[src/design/spq_pkg.sv]
// Shared types and constants for the stable priority queue core.
// Used by spq_cell and stable_priority_queue_core; depends on nothing.
package spq_pkg;

  // Number of cells in the chain
  localparam int DEPTH = 16;
  localparam int CNT_W = $clog2(DEPTH + 1);

  // Fixed field widths of the stream items
  localparam int OUT_CNT_W = 5;
  localparam int IN_DATA_W = 72;
  localparam int OUT_DATA_W = 144;

  // Action codes of an input item
  typedef enum logic [1:0] {
    ACT_INSERT = 2'd0,
    ACT_REMOVE = 2'd1,
    ACT_CLEAR  = 2'd2,
    ACT_NOP    = 2'd3
  } spq_action_t;

  // Status codes of a result item
  typedef enum logic [1:0] {
    ST_OK    = 2'd0,
    ST_EMPTY = 2'd1,
    ST_FULL  = 2'd2,
    ST_RSVD  = 2'd3
  } spq_status_t;

  // One stored entry
  typedef struct packed {
    logic [7:0]  prio;
    logic [31:0] value;
    logic [7:0]  zone;
    logic [15:0] id;
  } spq_entry_t;

  // Step command broadcast to every cell
  typedef struct packed {
    logic ins;
    logic rem;
    logic clr;
  } spq_ctl_t;

endpackage

[src/design/stable_priority_queue_core.sv]
// The result item is registered and valid in the cycle after its input item.
// Throughput: one item per cycle unless out_tready stalls the result; every
// cell compares its priority with the new one in parallel and shifts by one
// place, so an insert, remove or clear finishes in a single step of the cell chain.
// Reset (synchronous, active low) clears the cell valid bits, the count and
// the result valid flag; entry payloads and result data are not reset.
module stable_priority_queue_core
  import spq_pkg::*;
(
  input  logic                  clk,
  input  logic                  rst_n,
  input  logic                  in_tvalid,
  output logic                  in_tready,
  // action[1:0], task_id[17:2], zone[25:18], value_bits[57:26],
  // priority_req[65:58], zero pad
  input  logic [IN_DATA_W-1:0]  in_tdata,
  output logic                  out_tvalid,
  input  logic                  out_tready,
  // status[1:0], removed_valid[2], removed_id[18:3], removed_zone[26:19],
  // removed_value[58:27], removed_priority[66:59], head_id[82:67],
  // head_zone[90:83], head_value[122:91], head_priority[130:123],
  // entry_count[135:131], is_empty[136], zero pad
  output logic [OUT_DATA_W-1:0] out_tdata
);

  spq_action_t           action;
  spq_entry_t            new_entry;
  spq_ctl_t              ctl;
  logic                  in_fire;
  logic                  full;
  logic                  empty;
  logic [CNT_W-1:0]      count_r;
  logic [CNT_W-1:0]      count_nxt;
  logic                  out_valid_r;
  logic [OUT_DATA_W-1:0] out_data_r;
  logic [OUT_DATA_W-1:0] out_data_nxt;
  spq_status_t           status;
  spq_entry_t            removed;
  spq_entry_t            head;

  spq_entry_t            cell_entry [DEPTH];
  spq_entry_t            cell_entry_nxt [DEPTH];
  logic [DEPTH-1:0]      cell_valid;
  logic [DEPTH-1:0]      cell_valid_nxt;
  logic [DEPTH-1:0]      cell_gt;

  // Unpack the input item
  assign action          = spq_action_t'(in_tdata[1:0]);
  assign new_entry.id    = in_tdata[17:2];
  assign new_entry.zone  = in_tdata[25:18];
  assign new_entry.value = in_tdata[57:26];
  assign new_entry.prio  = in_tdata[65:58];

  // Accept while the result register is free or being drained
  assign in_tready = !out_valid_r || out_tready;
  assign in_fire   = in_tvalid && in_tready;

  assign full  = (count_r == CNT_W'(DEPTH));
  assign empty = (count_r == '0);

  // Decode the step command for the chain
  always_comb begin
    ctl       = '0;
    status    = ST_OK;
    count_nxt = count_r;
    if (in_fire) begin
      unique case (action)
        ACT_INSERT: begin
          if (full) begin
            status = ST_FULL;
          end else begin
            ctl.ins   = 1'b1;
            count_nxt = count_r + 1'b1;
          end
        end
        ACT_REMOVE: begin
          if (empty) begin
            status = ST_EMPTY;
          end else begin
            ctl.rem   = 1'b1;
            count_nxt = count_r - 1'b1;
          end
        end
        ACT_CLEAR: begin
          ctl.clr   = 1'b1;
          count_nxt = '0;
        end
        default: begin
          status = ST_OK;
        end
      endcase
    end
  end

  // Row of cells, each linked to both neighbors
  for (genvar i = 0; i < DEPTH; i++) begin : g_cell
    spq_entry_t prev_entry;
    logic       prev_valid;
    logic       prev_gt;
    spq_entry_t next_entry;
    logic       next_valid;

    if (i == 0) begin : g_first
      assign prev_entry = new_entry;
      assign prev_valid = 1'b1;
      assign prev_gt    = 1'b0;
    end else begin : g_mid
      assign prev_entry = cell_entry[i-1];
      assign prev_valid = cell_valid[i-1];
      assign prev_gt    = cell_gt[i-1];
    end

    if (i == DEPTH - 1) begin : g_last
      assign next_entry = cell_entry[i];
      assign next_valid = 1'b0;
    end else begin : g_inner
      assign next_entry = cell_entry[i+1];
      assign next_valid = cell_valid[i+1];
    end

    spq_cell u_cell (
      .clk        (clk),
      .rst_n      (rst_n),
      .ctl        (ctl),
      .new_entry  (new_entry),
      .prev_entry (prev_entry),
      .prev_valid (prev_valid),
      .prev_gt    (prev_gt),
      .next_entry (next_entry),
      .next_valid (next_valid),
      .entry      (cell_entry[i]),
      .valid      (cell_valid[i]),
      .gt         (cell_gt[i]),
      .entry_nxt  (cell_entry_nxt[i]),
      .valid_nxt  (cell_valid_nxt[i])
    );
  end

  // Front entry leaves on remove; front after the step comes from cell 0
  assign removed = ctl.rem ? cell_entry[0] : '0;
  assign head    = cell_valid_nxt[0] ? cell_entry_nxt[0] : '0;

  // Pack the result item
  always_comb begin
    out_data_nxt          = '0;
    out_data_nxt[1:0]     = status;
    out_data_nxt[2]       = ctl.rem;
    out_data_nxt[18:3]    = removed.id;
    out_data_nxt[26:19]   = removed.zone;
    out_data_nxt[58:27]   = removed.value;
    out_data_nxt[66:59]   = removed.prio;
    out_data_nxt[82:67]   = head.id;
    out_data_nxt[90:83]   = head.zone;
    out_data_nxt[122:91]  = head.value;
    out_data_nxt[130:123] = head.prio;
    out_data_nxt[135:131] = OUT_CNT_W'(count_nxt);
    out_data_nxt[136]     = (count_nxt == '0);
  end

  // Hold count and result valid
  always_ff @(posedge clk) begin
    if (!rst_n) begin
      count_r     <= '0;
      out_valid_r <= 1'b0;
    end else begin
      count_r <= count_nxt;
      if (in_fire) begin
        out_valid_r <= 1'b1;
      end else if (out_tready) begin
        out_valid_r <= 1'b0;
      end
    end
  end

  // Load the result payload
  always_ff @(posedge clk) begin
    if (in_fire) begin
      out_data_r <= out_data_nxt;
    end
  end

  assign out_tvalid = out_valid_r;
  assign out_tdata  = out_data_r;

`ifndef SYNTHESIS
  // Valid cells always form a solid run from the front
  a_valid_packed: assert property (@(posedge clk) disable iff (!rst_n)
    ((cell_valid + 1'b1) & cell_valid) == '0)
    else $error("cell valid bits not contiguous from the front");

  // Count matches the number of valid cells
  a_count_match: assert property (@(posedge clk) disable iff (!rst_n)
    $countones(cell_valid) == 32'(count_r))
    else $error("count disagrees with cell valid bits");

  // A remove from a non-empty queue drops the count by one
  a_remove_count: assert property (@(posedge clk) disable iff (!rst_n)
    ctl.rem |=> count_r == $past(count_r) - 1'b1)
    else $error("remove did not decrement the count");

  // The front is never served after a later cell
  a_front_order: assert property (@(posedge clk) disable iff (!rst_n)
    cell_valid[1] |-> cell_entry[0].prio <= cell_entry[1].prio)
    else $error("front entries out of priority order");
`endif

endmodule

[src/design/spq_cell.sv]
// One cell of the sorted chain: holds an entry and its valid bit.
// Depends on spq_pkg; instantiated in a row by stable_priority_queue_core.
module spq_cell
  import spq_pkg::*;
(
  input  logic       clk,
  input  logic       rst_n,
  input  spq_ctl_t   ctl,
  input  spq_entry_t new_entry,
  input  spq_entry_t prev_entry,
  input  logic       prev_valid,
  input  logic       prev_gt,
  input  spq_entry_t next_entry,
  input  logic       next_valid,
  output spq_entry_t entry,
  output logic       valid,
  output logic       gt,
  output spq_entry_t entry_nxt,
  output logic       valid_nxt
);

  spq_entry_t entry_r;
  logic       valid_r;

  // Stored entry is served after the new one
  assign gt = valid_r && (entry_r.prio > new_entry.prio);

  // Pick the next content: shift right on insert, shift left on remove, empty on clear
  always_comb begin
    entry_nxt = entry_r;
    valid_nxt = valid_r;
    if (ctl.clr) begin
      valid_nxt = 1'b0;
    end else if (ctl.ins) begin
      valid_nxt = valid_r | prev_valid;
      if (prev_gt) begin
        entry_nxt = prev_entry;
      end else if (gt || !valid_r) begin
        entry_nxt = new_entry;
      end
    end else if (ctl.rem) begin
      valid_nxt = next_valid;
      entry_nxt = next_entry;
    end
  end

  // Hold the entry payload
  always_ff @(posedge clk) begin
    entry_r <= entry_nxt;
  end

  // Hold the valid bit
  always_ff @(posedge clk) begin
    if (!rst_n) begin
      valid_r <= 1'b0;
    end else begin
      valid_r <= valid_nxt;
    end
  end

  assign entry = entry_r;
  assign valid = valid_r;

endmodule
[config.mk]
export PLATFORM = sky130hd
export DESIGN_NAME = stable_priority_queue_core
export DESIGN_NICKNAME = d
export VERILOG_FILES = /design/src/design/spq_pkg.sv /design/src/design/stable_priority_queue_core.sv /design/src/design/spq_cell.sv
export SDC_FILE = /design/constraint.sdc
export NUM_CORES = 2
export LEC_CHECK = 0
export BUFFER_PORTS_ARGS = -buffer_cell sky130_fd_sc_hd__buf_2
export CAP_MARGIN = 20
export CELL_PAD_IN_SITES_DETAIL_PLACEMENT = 0
export CELL_PAD_IN_SITES_GLOBAL_PLACEMENT = 1
export CORE_UTILIZATION = 34
export CTS_CLUSTER_SIZE = 25
export DETAILED_ROUTE_END_ITERATION = 10
export GPL_TIMING_DRIVEN = 0
export PLACE_DENSITY = 0.64
export RECOVER_POWER = 50
export SYNTH_ARGS = -nofsm -noshare
export SYNTH_HDL_FRONTEND = slang
export SYNTH_HIERARCHICAL = 1
export SYNTH_SLANG_ARGS = --single-unit
[constraint.sdc]
create_clock -name clk -period 7.8 [get_ports clk]
set_input_delay 0.39 -clock clk [delete_from_list [all_inputs] [get_ports clk]]
set_output_delay 0.39 -clock clk [all_outputs]
set_load 0.02 [all_outputs]
==> results.toml <==
[clock_network]
cts_buffer_depth = 4
cts_tree = "built"
htreeDepth = 4
cts.sinks = 1183
clock-root-buffer = "clkbuf_16"
clock_latency_ns = 0.86
clk_transition_reported_paths_ns = 0.06
cts_resized = 0
cts_made_buffers = 165

[setup_path]
timing.rr.end = "out_tdata[87]"
worstSetupPathType = "flop to flop"
crit_arrival_ns = 5.68
crit_buf_inv = 3
rrSetupSlack_ns = 2.46
cp_max_fo = 109
worstReg2RegStart = "out_tvalid"
slowest_stage = "dlymetal6s2s_1"
path_cells = "nor2b_1, inv_1, nand2_1, clkinvlp_2, dlymetal6s2s_1"
cp_slowest_stage_delay_ns = 3.04
critical_path.top_delay_family = "buffers and inverters"
r2r_cells = 5
start_kind = "flop"
endpoint_kind = "flop"
required_ns = 8.14

[floorplan]
coreArea_mm2 = 0.292
die_area_mm2 = 0.297
die_height_um = 545
die_w_um = 545
rows = 198
start_util_pct = 34.3
boundaryPins = 222

[pwr]
power_density_mw_per_mm2 = 184
power_mw = 20.5
irDropWorstVdd_uv = 174
p_leak_nw = 34.1

[sta]
setup_viol = 0
worst_slew_pin_slew_ns = 4.19
rsz0062_at_grt = "false"
clock.fmax_mhz = 187
finalMaxSlewViolations = 110
slew_headroom_pct = -179
worst_slack_ns = 2.46
finalHoldViolCount = 0
finalCritPeriodShare_pct = 68.4
period_needed_ns = 5.34
fin_skew_ns = 0.0381
final.setup.tns_ns = 0

[grt]
grt_antenna_before_repair = 1
first_global_vias = 96972
grt-ovfl-total = 0
grt_max_degree = 110
grt_pass1_wl_um = 597000
grt_use_total_pct = 25.5

[hold_path]
min_to = "g_cell[15].u_cell/entry[30]"
hold_class = "input pin to flop"
hold_start = "in_tdata[32]"
whs_path_depth = 3

[drt]
antenna_left = 0
initialDrtViolationCount = 7019
drcViolationCount = 0
viasPerCell = 5.99
wl_per_cell_um = 24.6
routed_wl_um = 393000
firstDrtPassIters = 6
dr_total_vias = 95899

[layout]
final_cell_mix = "dfxtp_1 (1046), nand2b_1 (1025), o22a_1 (1024), a31oi_1 (1009), clkbuf_1 (998)"
area_growth_pct = 11.3
nNetsFinal = 12206
multi_input_area_mm2 = 0.0665
layout-drive-gt1-share_pct = 10.8
final_common_cell = "dfxtp_1"
seq_area_mm2 = 0.0251
nFillCells = 29729

[placement]
hpwl_um = 320000
place_ws_ns = 2.90
gp_congestion = 0.885
port_buffers = 208

[logic_synthesis]
avgSynthCellArea_um2 = 8.64
syn_inst = 11595
syn-cell-area_mm2 = 0.100
yosysWarnings = 6

[flow_run]
drv_cap = 1

[status]
status = "finished with violations"
violations = "max-capacitance violations, max-slew violations"
-- repair_timing --
action | 4_1_cts | 5_1_grt
hold buffers | 4 | 0
hold endpoints to repair | 4 | 0
setup buffers | 0 | 0
-- tightest hold or removal path, stage by stage --
cell     delay (ns)
buf_2          0.29
nand3_1        0.16
a31oi_1        0.07
-- worst max-delay path by stage --
| stage | start | to | slack [ns] | cells after the start |
|---|---|---|---|---|
| 2_1_floorplan | out_tvalid | out_tdata[67] | 0.94 | 11 |
| 3_3_place_gp | out_tready | g_cell[15].u_cell/entry[43] | -10.14 | 10 |
| 3_5_place_dp | count_r[0] | out_tdata[114] | 2.90 | 14 |
| 4_1_cts | count_r[0] | out_tdata[114] | 2.89 | 14 |
| 5_1_grt | out_tvalid | out_tdata[32] | 1.86 | 5 |
| 6_report | out_tvalid | out_tdata[87] | 2.46 | 5 |
-- report_power, final --
group,internal (mW),switching (mW)
registers,6.73,1.07
logic,2.31,2.54
clock network,4.73,3.13
-- metrics by stage --
stage | hold slack [ns] | cell area, um2 | util (%) | instances
floorplan | 0.508 | 100000 | - | 11606
global placement | 0.566 | 106000 | 36.4 | 15714
detailed placement | 0.577 | 106000 | 36.4 | 15729
CTS | 0.0552 | 112000 | 38.3 | 16018
global route | 0.0975 | 112000 | 38.2 | 16019
finish | 0.0986 | 112000 | 38.2 | 16021
-- registers in the layout, indices dropped and copies added, names as in the netlist --
name	cells
count_r	5
g_cell.u_cell/entry	1024
g_cell.u_cell/valid	16
out_tdata	137
out_tvalid	1
-- layer usage --
layer | GRT usage, % | part of all wire [%] | vias up | routed length [um]
li1 | - | - | 46828 | -
met5 | 0 | 0 | - | 0
met2 | 44.2 | 47 | 2807 | 185000
met3 | 2.04 | 3.7 | 813 | 14400
met4 | 13.6 | 6.0 | 0 | 23500
met1 | 31.2 | 43 | 45451 | 170000
-- area by class of cell --
type | instances | share of cell area, %
clock buffers | 232 | 4.26
repair buffers | 227 | 0.978
multi-input cells | 8952 | 59.7
clock inverters | 53 | 0.616
diodes | 3 | 0.00673
flip-flops and latches | 1183 | 22.5
inverters | 150 | 0.506
well taps | 3900 | 4.38
plain buffers | 1321 | 7.13
Note: power is estimated with default switching activity, not from simulation.
